--- src/hw/rtl/vrff_pkg.sv ---
package vrff_pkg;

    typedef struct packed {
        logic [7:0] data_byte;
        logic       end_of_stream;
    } t_in_item;

    typedef struct packed {
        logic        line_kept;
        logic [31:0] kept_total;
        logic [15:0] sample_total;
    } t_out_item;

    localparam logic [2:0] PH_START   = 3'd0;
    localparam logic [2:0] PH_HASH    = 3'd1;
    localparam logic [2:0] PH_COMMENT = 3'd2;
    localparam logic [2:0] PH_HEADER  = 3'd3;
    localparam logic [2:0] PH_DATA    = 3'd4;

    localparam logic [1:0] CFG_CHROM = 2'd0;
    localparam logic [1:0] CFG_MIN   = 2'd1;
    localparam logic [1:0] CFG_MAX   = 2'd2;

    localparam logic [7:0] CH_TAB   = 8'h09;
    localparam logic [7:0] CH_NL    = 8'h0A;
    localparam logic [7:0] CH_SPACE = 8'h20;
    localparam logic [7:0] CH_HASH  = 8'h23;
    localparam logic [7:0] CH_COMMA = 8'h2C;
    localparam logic [7:0] CH_ZERO  = 8'h30;

    localparam logic [16:0] FIELD_MAX = 17'h1FFFF;
    localparam logic [16:0] FIRST_SAMPLE = 17'd9;
    localparam logic [13:0] FULL_SCALE = 14'd10000;

    function automatic logic is_base(input logic [7:0] b);
        return b == 8'h41 || b == 8'h43 || b == 8'h47 || b == 8'h54;
    endfunction

    function automatic logic [7:0] pass_char(input logic [1:0] i);
        case (i)
            2'd0: pass_char = 8'h50;
            2'd1: pass_char = 8'h41;
            2'd2: pass_char = 8'h53;
            default: pass_char = 8'h53;
        endcase
    endfunction

endpackage

--- src/hw/rtl/vrff_parse.sv ---
// Front: byte parser. Produces one line record per finished data line.
module vrff_parse #(
    parameter int SAMPLE_BITS = 16
) (
    input  logic                   i_clk,
    input  logic                   i_rst_n,
    input  logic                   i_valid,
    input  vrff_pkg::t_in_item     i_item,
    input  logic [15:0]            i_chrom,
    output logic                   o_valid,
    output logic                   o_ok,
    output logic [SAMPLE_BITS-1:0] o_carriers,
    output logic [SAMPLE_BITS-1:0] o_samples
);
    localparam logic [SAMPLE_BITS:0]   COL_MAX = '1;
    localparam logic [SAMPLE_BITS-1:0] SMP_MAX = '1;

    logic [2:0]             r_phase, n_phase;
    logic [16:0]            r_field, n_field;
    logic [2:0]             r_pos, n_pos;
    logic                   r_ok, n_ok;
    logic [SAMPLE_BITS:0]   r_cols, n_cols;
    logic [SAMPLE_BITS-1:0] r_carr, n_carr;
    logic                   r_nonref, n_nonref;
    logic                   r_ovalid, n_ovalid;
    logic                   r_ook;
    logic [SAMPLE_BITS-1:0] r_ocarr, r_osmp;

    logic [7:0] b;
    logic       nl, fin;
    logic [SAMPLE_BITS:0] smp_w;
    logic [SAMPLE_BITS-1:0] smp;

    assign b  = i_item.data_byte;
    assign nl = b == vrff_pkg::CH_NL;

    always_comb begin
        smp_w = (r_cols >= (SAMPLE_BITS+1)'(9)) ? r_cols - (SAMPLE_BITS+1)'(9) : '0;
        smp   = smp_w[SAMPLE_BITS] ? SMP_MAX : smp_w[SAMPLE_BITS-1:0];
    end

    always_comb begin
        n_phase = r_phase; n_field = r_field; n_pos = r_pos; n_ok = r_ok;
        n_cols = r_cols; n_carr = r_carr; n_nonref = r_nonref;
        fin = 1'b0;
        if (i_valid) begin
            case (r_phase)
                vrff_pkg::PH_START: begin
                    if (b == vrff_pkg::CH_HASH) begin
                        n_phase = vrff_pkg::PH_HASH;
                    end else if (!nl) begin
                        n_phase = vrff_pkg::PH_DATA;
                        n_field = '0; n_pos = '0; n_ok = 1'b1;
                        n_carr = '0; n_nonref = 1'b0;
                    end
                end
                vrff_pkg::PH_HASH: begin
                    if (b == vrff_pkg::CH_HASH) begin
                        n_phase = vrff_pkg::PH_COMMENT;
                    end else begin
                        n_cols = '0; n_pos = '0;
                        n_phase = nl ? vrff_pkg::PH_START : vrff_pkg::PH_HEADER;
                    end
                end
                vrff_pkg::PH_COMMENT: begin
                    if (nl) n_phase = vrff_pkg::PH_START;
                end
                vrff_pkg::PH_HEADER: begin
                    if (nl) begin
                        n_phase = vrff_pkg::PH_START; n_pos = '0;
                    end
                end
                default: begin
                    if (nl) fin = 1'b1;
                end
            endcase
            // header token counting (PH_HASH non-hash non-nl, or PH_HEADER non-nl)
            if ((r_phase == vrff_pkg::PH_HASH && b != vrff_pkg::CH_HASH && !nl) ||
                (r_phase == vrff_pkg::PH_HEADER && !nl)) begin
                if (b == vrff_pkg::CH_SPACE || b == vrff_pkg::CH_TAB) begin
                    n_pos = '0;
                end else if (n_pos == 3'd0) begin
                    n_pos = 3'd1;
                    if (n_cols < COL_MAX) n_cols = n_cols + 1'b1;
                end
            end
            // data byte or line finish
            if ((r_phase == vrff_pkg::PH_START && !nl && b != vrff_pkg::CH_HASH) ||
                (r_phase == vrff_pkg::PH_DATA)) begin
                if (b == vrff_pkg::CH_TAB || fin) begin
                    if (n_field == 17'd0) begin
                        if (n_pos < 3'd2) n_ok = 1'b0;
                    end else if (n_field == 17'd3 || n_field == 17'd4) begin
                        if (n_pos != 3'd1) n_ok = 1'b0;
                    end else if (n_field == 17'd6) begin
                        if (n_pos < 3'd4) n_ok = 1'b0;
                    end else if (n_field >= vrff_pkg::FIRST_SAMPLE && n_pos != 3'd0) begin
                        if ((n_nonref || n_pos < 3'd3) && n_carr < SMP_MAX)
                            n_carr = n_carr + 1'b1;
                    end
                    if (!fin) begin
                        if (n_field < vrff_pkg::FIELD_MAX) n_field = n_field + 1'b1;
                        n_pos = '0; n_nonref = 1'b0;
                    end
                end else if (n_field == 17'd4) begin
                    if (n_pos == 3'd0) begin
                        if (!vrff_pkg::is_base(b)) n_ok = 1'b0;
                        n_pos = 3'd1;
                    end else begin
                        if (b != vrff_pkg::CH_COMMA) n_ok = 1'b0;
                        n_pos = 3'd0;
                    end
                end else begin
                    if (n_field == 17'd0) begin
                        if (n_pos == 3'd0 && b != i_chrom[15:8]) n_ok = 1'b0;
                        if (n_pos == 3'd1 && b != i_chrom[7:0]) n_ok = 1'b0;
                    end else if (n_field == 17'd3) begin
                        if (n_pos == 3'd0 && !vrff_pkg::is_base(b)) n_ok = 1'b0;
                        if (n_pos >= 3'd1) n_ok = 1'b0;
                    end else if (n_field == 17'd6) begin
                        if (n_pos < 3'd4 && b != vrff_pkg::pass_char(n_pos[1:0])) n_ok = 1'b0;
                    end else if (n_field >= vrff_pkg::FIRST_SAMPLE) begin
                        if ((n_pos == 3'd0 || n_pos == 3'd2) && b != vrff_pkg::CH_ZERO)
                            n_nonref = 1'b1;
                    end
                    if (n_pos < 3'd7) n_pos = n_pos + 1'b1;
                end
            end
            if (i_item.end_of_stream) begin
                if (n_phase == vrff_pkg::PH_DATA && !fin) begin
                    fin = 1'b1;
                    if (n_field == 17'd0) begin
                        if (n_pos < 3'd2) n_ok = 1'b0;
                    end else if (n_field == 17'd3 || n_field == 17'd4) begin
                        if (n_pos != 3'd1) n_ok = 1'b0;
                    end else if (n_field == 17'd6) begin
                        if (n_pos < 3'd4) n_ok = 1'b0;
                    end else if (n_field >= vrff_pkg::FIRST_SAMPLE && n_pos != 3'd0) begin
                        if ((n_nonref || n_pos < 3'd3) && n_carr < SMP_MAX)
                            n_carr = n_carr + 1'b1;
                    end
                end
                n_phase = vrff_pkg::PH_START;
                n_pos = '0;
            end
            if (fin) begin
                n_phase = vrff_pkg::PH_START;
                n_pos = '0;
            end
        end
        n_ovalid = fin;
    end

    always_ff @(posedge i_clk) begin
        if (!i_rst_n) begin
            r_phase <= vrff_pkg::PH_START;
            r_field <= '0;
            r_pos <= '0;
            r_ok <= 1'b1;
            r_cols <= '0;
            r_carr <= '0;
            r_nonref <= 1'b0;
            r_ovalid <= 1'b0;
        end else begin
            r_phase <= n_phase;
            r_field <= n_field;
            r_pos <= n_pos;
            r_ok <= n_ok;
            r_cols <= n_cols;
            r_carr <= n_carr;
            r_nonref <= n_nonref;
            r_ovalid <= n_ovalid;
        end
    end

    always_ff @(posedge i_clk) begin
        r_ook   <= n_ok && n_field >= vrff_pkg::FIRST_SAMPLE;
        r_ocarr <= n_carr;
        r_osmp  <= smp;
    end

    assign o_valid    = r_ovalid;
    assign o_ok       = r_ook;
    assign o_carriers = r_ocarr;
    assign o_samples  = r_osmp;
endmodule

--- src/hw/rtl/vrff_judge.sv ---
// Back: percentage check and kept counter, one line record per cycle.
module vrff_judge #(
    parameter int SAMPLE_BITS = 16,
    parameter int COUNT_BITS  = 32
) (
    input  logic                   i_clk,
    input  logic                   i_rst_n,
    input  logic                   i_valid,
    input  logic                   i_ok,
    input  logic [SAMPLE_BITS-1:0] i_carriers,
    input  logic [SAMPLE_BITS-1:0] i_samples,
    input  logic [13:0]            i_min,
    input  logic [13:0]            i_max,
    output logic                   o_valid,
    output vrff_pkg::t_out_item    o_item
);
    localparam int PW = SAMPLE_BITS + 14;
    localparam logic [COUNT_BITS-1:0] CNT_MAX = '1;

    logic                   r_v1, r_v2;
    logic                   r_ok1;
    logic [SAMPLE_BITS-1:0] r_s1;
    logic [PW-1:0]          r_c, r_lo, r_hi;
    logic [COUNT_BITS-1:0]  r_kept, n_kept;
    logic                   keep;
    logic [COUNT_BITS+31:0] kept_ext;

    always_ff @(posedge i_clk) begin
        r_ok1 <= i_ok && (i_samples != '0);
        r_s1  <= i_samples;
        r_c   <= PW'(i_carriers) * PW'(vrff_pkg::FULL_SCALE);
        r_lo  <= PW'(i_min) * PW'(i_samples);
        r_hi  <= PW'(i_max) * PW'(i_samples);
    end

    assign keep = r_ok1 && r_lo <= r_c && r_c <= r_hi;

    always_comb begin
        n_kept = r_kept;
        if (r_v1 && keep && r_kept != CNT_MAX) n_kept = r_kept + 1'b1;
        kept_ext = {32'd0, n_kept};
    end

    always_ff @(posedge i_clk) begin
        if (!i_rst_n) begin
            r_v1 <= 1'b0;
            r_v2 <= 1'b0;
            r_kept <= '0;
        end else begin
            r_v1 <= i_valid;
            r_v2 <= r_v1;
            r_kept <= n_kept;
        end
    end

    always_ff @(posedge i_clk) begin
        o_item.line_kept    <= keep;
        o_item.kept_total   <= kept_ext[31:0];
        o_item.sample_total <= 16'(r_s1);
    end

    assign o_valid = r_v2;
endmodule

--- src/hw/rtl/vrff_fifo.sv ---
// Result queue; accepts while the front reserves a free slot.
module vrff_fifo #(
    parameter int DEPTH_BITS = 3
) (
    input  logic                i_clk,
    input  logic                i_rst_n,
    input  logic                i_push,
    input  vrff_pkg::t_out_item i_item,
    input  logic                i_pop,
    output logic                o_empty,
    output logic [DEPTH_BITS:0] o_count,
    output vrff_pkg::t_out_item o_item
);
    localparam int DEPTH = 1 << DEPTH_BITS;
    vrff_pkg::t_out_item r_mem [DEPTH];
    logic [DEPTH_BITS:0] r_wr, r_rd;

    always_ff @(posedge i_clk) begin
        if (i_push) r_mem[r_wr[DEPTH_BITS-1:0]] <= i_item;
    end

    always_ff @(posedge i_clk) begin
        if (!i_rst_n) begin
            r_wr <= '0;
            r_rd <= '0;
        end else begin
            if (i_push) r_wr <= r_wr + 1'b1;
            if (i_pop && !o_empty) r_rd <= r_rd + 1'b1;
        end
    end

    assign o_empty = r_wr == r_rd;
    assign o_count = r_wr - r_rd;
    assign o_item  = r_mem[r_rd[DEPTH_BITS-1:0]];
endmodule

--- src/hw/rtl/variant_record_frequency_filter.sv ---
// Variant record frequency filter.
// Input: a byte stream, one byte per transfer (push while full is low).
// Output: a queue of line verdicts; read while empty is low, advance with pop.
// Config: index/data writes with valid/ready; ready is always high. Write only
// while idle (no bytes outstanding, results drained).
// Throughput: one byte per cycle while full is low.
// Path: the newline or end-of-stream byte of a data line yields its verdict on
// the result side via the parser register (loaded at the transfer), then the
// product register, the verdict register and the queue.
// Results sit in an 8-entry queue. Input full rises when the queue plus results
// in flight could reach capacity, so a stalled reader throttles input without
// losing results.
// Reset (synchronous, active low) restores register defaults, clears counters,
// the column count, and the queue.
module variant_record_frequency_filter #(
    parameter int SAMPLE_BITS = 16,
    parameter int COUNT_BITS  = 32
) (
    input  logic                i_clk,
    input  logic                i_rst_n,
    input  logic                push,
    output logic                full,
    input  vrff_pkg::t_in_item  i_in_item,
    output logic                empty,
    input  logic                pop,
    output vrff_pkg::t_out_item o_out_item,
    input  logic                i_cfg_valid,
    output logic                o_cfg_ready,
    input  logic [1:0]          i_cfg_index,
    input  logic [15:0]         i_cfg_data
);
    localparam int QB = 3;

    logic [15:0] r_chrom;
    logic [13:0] r_min, r_max;
    logic        acc;
    logic        p_valid, p_ok, j_valid;
    logic [SAMPLE_BITS-1:0] p_carr, p_smp;
    vrff_pkg::t_out_item j_item;
    logic [QB:0] q_count;
    logic [QB+1:0] pend;

    assign o_cfg_ready = 1'b1;

    always_ff @(posedge i_clk) begin
        if (!i_rst_n) begin
            r_chrom <= 16'h3232;
            r_min   <= '0;
            r_max   <= vrff_pkg::FULL_SCALE;
        end else if (i_cfg_valid) begin
            case (i_cfg_index)
                vrff_pkg::CFG_CHROM: r_chrom <= i_cfg_data;
                vrff_pkg::CFG_MIN:   r_min <= i_cfg_data[13:0];
                vrff_pkg::CFG_MAX:   r_max <= i_cfg_data[13:0];
                default: ;
            endcase
        end
    end

    // in flight: parser out, judge stage 1, judge out
    logic r_f1, r_f2;
    always_ff @(posedge i_clk) begin
        if (!i_rst_n) begin
            r_f1 <= 1'b0;
            r_f2 <= 1'b0;
        end else begin
            r_f1 <= p_valid;
            r_f2 <= r_f1;
        end
    end

    assign pend = (QB+2)'(q_count) + (QB+2)'(p_valid) + (QB+2)'(r_f1)
                + (QB+2)'(r_f2);
    assign full = pend >= (QB+2)'((1 << QB) - 1);
    assign acc  = push && !full;

    vrff_parse #(.SAMPLE_BITS(SAMPLE_BITS)) u_parse (
        .i_clk(i_clk), .i_rst_n(i_rst_n), .i_valid(acc), .i_item(i_in_item),
        .i_chrom(r_chrom), .o_valid(p_valid), .o_ok(p_ok),
        .o_carriers(p_carr), .o_samples(p_smp)
    );

    vrff_judge #(.SAMPLE_BITS(SAMPLE_BITS), .COUNT_BITS(COUNT_BITS)) u_judge (
        .i_clk(i_clk), .i_rst_n(i_rst_n), .i_valid(p_valid), .i_ok(p_ok),
        .i_carriers(p_carr), .i_samples(p_smp), .i_min(r_min), .i_max(r_max),
        .o_valid(j_valid), .o_item(j_item)
    );

    vrff_fifo #(.DEPTH_BITS(QB)) u_fifo (
        .i_clk(i_clk), .i_rst_n(i_rst_n), .i_push(j_valid), .i_item(j_item),
        .i_pop(pop), .o_empty(empty), .o_count(q_count), .o_item(o_out_item)
    );
endmodule

--- config.mk ---
export PLATFORM = sky130hd
export DESIGN_NAME = variant_record_frequency_filter
export DESIGN_NICKNAME = d
export VERILOG_FILES = /design/src/hw/rtl/vrff_pkg.sv /design/src/hw/rtl/vrff_parse.sv /design/src/hw/rtl/vrff_judge.sv /design/src/hw/rtl/vrff_fifo.sv /design/src/hw/rtl/variant_record_frequency_filter.sv
export SDC_FILE = /design/constraint.sdc
export NUM_CORES = 2
export LEC_CHECK = 0
export BUFFER_PORTS_ARGS = -buffer_cell sky130_fd_sc_hd__buf_2
export CORE_MARGIN = 3
export CORE_UTILIZATION = 51
export CTS_BUF_LIST = sky130_fd_sc_hd__clkbuf_16
export DETAILED_ROUTE_END_ITERATION = 8
export GPL_TIMING_DRIVEN = 0
export MAX_ROUTING_LAYER = met4
export PLACE_DENSITY = 0.65
export SYNTH_ARGS = -nofsm -noshare
export SYNTH_HDL_FRONTEND = slang
export SYNTH_HIERARCHICAL = 1
export SYNTH_SLANG_ARGS = --single-unit
--- constraint.sdc ---
create_clock -name i_clk -period 6.8 [get_ports i_clk]
set_input_delay 0.68 -clock i_clk [delete_from_list [all_inputs] [get_ports i_clk]]
set_output_delay 0.68 -clock i_clk [all_outputs]
set_load 0.02 [all_outputs]
# After elaboration in Yosys (flattened, before gate mapping)
# Memories as Yosys holds them, arrays and structs flattened. A register that Yosys moved wholly into a read port is not among the register bits.
# Index checks and enable logic that the tools add are counted.
totals:
  ff_bits: 330
  ramBits: 392
  inputBits: 32
  out_inout_bits: 52
  word_cells: 284
  mem_count: 1
classes:
  n_addsub: 13
  mul: 3
  magnitude_cmp: 19
  eq_ne: 34
  mux: 131
  n_reduce_logical: 56
memory_table:
  columns: ["memory", "words", "word_bits", "rd", "rd_ports_with_merged_regs", "wr", "line_no", "text"]
  rows:
  - ["u_fifo.r_mem", 8, 49, 1, 1, 1, "vrff_fifo.sv:15", "vrff_pkg::t_out_item r_mem [DEPTH];"]
op_table:
  columns: ["operator", "count"]
  rows:
  - ["$mux 16", 20]
  - ["$mux 17", 18]
  - ["$mux 3", 26]
  - ["$eq 17x3->1 const B", 4]
  - ["$ge 17x4->1 const B", 4]
  - ["$le 30x30->1", 2]
  - ["$mul 14x16->30", 2]
  - ["$mux 8", 7]
  - ["$mux 1", 55]
  - ["$add 17x1->17 const B", 2]
  - ["$eq 17x2->1 const B", 2]
  - ["$logic_not 17->1", 2]
  - ["$lt 17x17->1 const B", 2]
  - ["$add 16x1->16 const B", 2]
  - ["$add 32x1->32 const B", 1]
  - ["$eq 8x7->1 const B", 4]
  - ["$lt 16x16->1 const B", 2]
  - ["$mux 32", 1]
  - ["$ne 32x32->1 const B", 1]
  - ["$mul 16x10->26 const B", 1]
  - ["$ne 8x6->1 const B", 3]
  - ["$ne 8x8->1", 3]
  - ["$logic_and 1x1->1", 23]
  - ["$pmux 3 s3", 2]
  - ["30 further kinds", 67]

# Longest topological paths before layout
depth:
  ltp_word: 39
  ltp_mapped: 27
  mapped_depth_nobuf: 22

# Cells and area by module
# The synthesis kept the hierarchy.
by_module_without_submodules:
  columns: ["module", "instances", "cells_each", "area_each_um2", "seq_area_each_um2"]
  rows:
  - ["vrff_judge", 1, 2595, 23617.7, 3723.6]
  - ["vrff_fifo", 1, 637, 15303.4, 11991.5]
  - ["vrff_parse", 1, 957, 7144.4, 1841.8]
  - ["variant_record_frequency_filter", 1, 221, 1881.8, 920.9]

# Least setup slack after synthesis
# No wires, ideal clock.
synth_timing:
  kind: "flip-flop to flip-flop"
  start: "register u_parse.r_osmp[8], in the netlist u_parse/o_samples[8]"
  end: "register u_judge.r_hi[29]"
  setup_time_ns: 0.072
  arrival_ns: 6.470
  t_required_ns: 6.728
  setup_slack_ns: 0.257
  stages_incl_launch_ff: 22
  path_buffers: 2
  period_less_slack_ns: 6.543
  path_cell_list: "dfxtp_1 > clkbuf_1 > clkbuf_1 > nand2_1 > fa_1 > fa_1 > inv_1 > fa_1 > fa_1 > fa_1 > inv_1 > fa_1 > inv_1 > ha_1 > a2111oi_1 > o21ai_0 > and3_1 > a2111oi_1 > o21ai_0 > or3_1 > a31oi_1 > xnor2_1"
synth_between:
  elab_chain_len: 1
synth_lines:
  columns: ["element", "line_no", "text"]
  rows:
  - ["start: declaration", "vrff_parse.sv:27", "logic [SAMPLE_BITS-1:0] r_ocarr, r_osmp;"]
  - ["start signal: assignment", "vrff_parse.sv:179", "r_osmp <= smp;"]
  - ["$mul 14x16->30", "vrff_judge.sv:33", "r_hi <= PW'(i_max) * PW'(i_samples);"]
  - ["end signal: assignment", "vrff_judge.sv:33", null]
  - ["end: declaration", "vrff_judge.sv:23", "logic [PW-1:0] r_c, r_lo, r_hi;"]
# Every way passes these cells.
# A chain may end at the register's enable or synchronous reset.

# Worst setup path in the final report
layout_timing:
  start: "register u_parse.r_osmp[6], in the netlist u_parse/o_samples[6]"
  end: "register u_judge.r_hi[29]"
# Same word-level chain as after synthesis.

==> impl_metrics.csv <==
group,metric,value,unit
timing,tightestPinTransition,1.16,ns
route,dr_wl_met3,8690,um
run_status,status,"complete, no violations",
yosys,synth-seq-area-share,0.385,
min_path,hold_start,"u_judge/r_s1[2]",
yosys,synth.distinct_cells,111,
placement,post_dp_cell_area,50300,um2
cts,cts_tree,"built",
critical_path,start_kind,"register",
floorplan,die_w,313,um
cts,cts_root_buf,"clkbuf_16",
floorplan,die_y,313,um
power_and_ir_drop,p_sw,2.61,mW
yosys,synthDominantCellAreaShare,0.246,
critical_path,end_kind,"register",
power_and_ir_drop,power_density,189,nW/um2
cts,cts_hold_buf,0,
cts,htreeDepth,3,
placement,portBuffers,79,
cts,cts_made_buffers,76,
power_and_ir_drop,p_int,7.50,mW
timing,post-route-period-util,0.977,
yosys,syn_nets,5141,
finish,nets,5326,
power_and_ir_drop,p_leak,23.0,nW
route,maxUsedRoutingLayer,"met4",
floorplan,rows,111,
yosys,synth_area_per_cell,10.9,um2
finish,fin_area,53500,um2
cts,numClockSinks,727,
global_route,antenna_found_initial,12,
route,avgViaCountPerCell,5.58,
yosys,synth_flop_cell,"edfxtp_1",
critical_path,worstPathRequired,7.35,ns
route,avgRoutedWirePerCell,21.0,um
cts,clk_pin_slew,0.07,ns
timing,tns,0,ns
global_route,grt_remaining_overflow,0,
power_and_ir_drop,p_clk_frac,0.410,
route,wirelength,124000,um
floorplan,coreArea,92500,um2
route,met2_length,58300,um
critical_path,r2r_setup_slack,0.15,ns
global_route,grt_pass1_wl,195000,um
yosys,synthCells,4410,
global_route,grt_util_all_layers,0.266,
route,detail-route-antenna-nets,0,
global_route,grt_max_degree,26,
yosys,synth_area_leader_cell,"edfxtp_1",
route,wl_met1,54200,um
floorplan,dieArea,97700,um2
placement,hpwl,93800,um
yosys,ys_ff_latch,727,
power_and_ir_drop,power_switching_share,0.258,
yosys,synth-edff-count,392,
critical_path,worst_ep_arrival_time,7.19,ns
yosys,synthTopCellsByArea,"edfxtp_1 (25%), fa_1 (15%), dfxtp_1 (14%)",
timing,skew,0.0562,ns
yosys,ys_async_sr_fraction,0,
timing,slew_violations,0,
power_and_ir_drop,peakVddDrop,0.191,mV
min_path,worstHoldPathType,"register to register",
timing,slew_headroom,0.220,
cts,insertion_delay,0.66,ns
yosys,syn_area,47900,um2
route,dr.first_iter.drc_count,2837,
finish,fin_util,0.578,
route,firstDrtPassIters,5,
cts,ctsLongestPathBuffers,3,
critical_path,crit_fanout,10,
yosys,yosysWarnings,6,
timing,setup_viol,0,
placement,gp_congestion,0.944,
power_and_ir_drop,comb_power_share,0.117,
timing,hold_viol,0,
critical_path,setup.worst_path.start,"u_parse/o_samples[6]",
timing,min_period,6.65,ns
floorplan,ios,84,
route,drc,0,
run,max_cap_violations,0,
finish,drive_above_1_share,0.130,
route,num_vias,32945,
global_route,grt_pass1_vias,33388,
power_and_ir_drop,p_seq_frac,0.473,
critical_path,critical_path_class,"register to register",
timing,timing.fmax,0.150,GHz
critical_path,r2r-start,"u_parse/o_samples[6]",
floorplan,start_util,0.518,
finish,syn_to_final_growth,11.6,%
metrics by stage:
stage / hold slack (ns) / total power, mW / instances / setup WS, ns
CTS: 0.274 / 10.2 / 5893 / 0.0149
detailed placement: 0.312 / 6.06 / 5756 / -1.85
global route: 0.303 / 10.6 / 5902 / -0.00840
floorplan: 0.310 / 5.68 / 4410 / 0.257
finish: 0.302 / 10.1 / 5902 / 0.154
global placement: 0.312 / 6.05 / 5732 / -1.85
final timing paths:
| path | endpoint | depth (start not counted) |
|---|---|---|
| setup reg to reg | u_judge/r_hi[29] | 23 |
| setup / recovery | u_judge/r_hi[29] | 23 |
| hold reg to reg | u_judge/o_item[2] | 0 |
| hold / removal | u_judge/o_item[2] | 0 |
layer usage:
layer	track usage	vias up
met3	0.0468	172
li1	-	15355
met4	0.0679	0
met5	-	-
met1	0.361	16345
met2	0.418	1073
cell families after synthesis:
kind of cell,Yosys count,share of synthesized area
simple gates,1362,0.144
buf+inv,772,0.0647
compound gates,507,0.0713
other cells,1,0.0000782
fa+ha+maj,699,0.240
mux,182,0.0651
flops,727,0.385
xor+xnor,160,0.0292
state kept, by name, summed over array words and instances (netlist names), 3 cells and up, named ones only:
register / flops
u_parse/r_pos: 3
u_judge/r_c: 26
u_judge/o_item: 49
u_parse/r_field: 17
r_max: 14
u_judge/r_s1: 16
u_judge/r_lo: 30
u_parse/r_phase: 3
u_fifo/r_mem: 392
u_parse/o_carriers: 16
u_parse/r_cols: 17
r_min: 14
u_fifo/r_rd: 4
u_parse/o_samples: 16
u_judge/r_kept: 32
u_judge/r_hi: 30
u_fifo/r_wr: 4
u_parse/r_carr: 16
r_chrom: 16
worst max-delay path, stage by stage, from the launching register on:
cell	delay, ns
dfxtp_2	0.39
buf_6	0.17
and2_1	0.15
fa_1	0.50
inv_1	0.06
fa_1	0.53
inv_1	0.07
fa_1	0.50
inv_1	0.05
fa_1	0.49
inv_1	0.06
fa_1	0.54
inv_1	0.06
fa_1	0.54
inv_1	0.08
ha_4	0.26
and3_1	0.17
a221o_1	0.30
a31o_4	0.24
a2111oi_4	0.42
o21ai_2	0.15
or3_4	0.41
a31oi_4	0.25
xnor2_4	0.17
layout make-up:
cell class,instances,area [um2]
Antenna cell,3,7.51
Buffer,197,1250
Clock buffer,76,1900
Clock inverter,63,641
Fill cell,7964,39000
Inverter,570,2140
Multi-Input combinational cell,2911,26600
Sequential cell,727,18600
Tap cell,1243,1560
Timing Repair Buffer,112,853
timing repair:
item | 4_1_cts | 5_1_grt
setup endpoints to repair | 58 | 43
gates resized for setup | 151 | 101
buffers inserted | 0 | 9
pin swaps | 3 | 11
cells in the mapped netlist (81+ instances only):
cell,instances
a21oi_1,136
and2_1,248
clkbuf_1,153
dfxtp_1,335
edfxtp_1,392
fa_1,368
ha_1,331
inv_1,568
mux4_2,98
nand2_1,499
nand3_1,81
nor2_1,162
xnor2_1,101
cells in the final DEF (no fill, tap or decap), types with 73 or more instances in the layout:
| cell | count |
|---|---|
| a21oi_1 | 136 |
| and2_1 | 248 |
| buf_2 | 107 |
| clkbuf_1 | 83 |
| clkbuf_16 | 76 |
| dfxtp_1 | 298 |
| edfxtp_1 | 392 |
| fa_1 | 367 |
| ha_1 | 326 |
| inv_1 | 590 |
| mux4_2 | 98 |
| nand2_1 | 499 |
| nand3_1 | 81 |
| nor2_1 | 156 |
| o21ai_0 | 73 |
| xnor2_1 | 100 |
power by group through the flow:
stage	logic [mW]	registers, mW	clock network [mW]
after floorplan	0.864	4.82	0
after global placement	1.16	4.89	0
after detailed placement	1.17	4.89	0
after CTS	1.19	4.79	4.23
after global routing	1.34	4.80	4.41
final	1.18	4.79	4.15
Power figures use the tool's default switching activity.
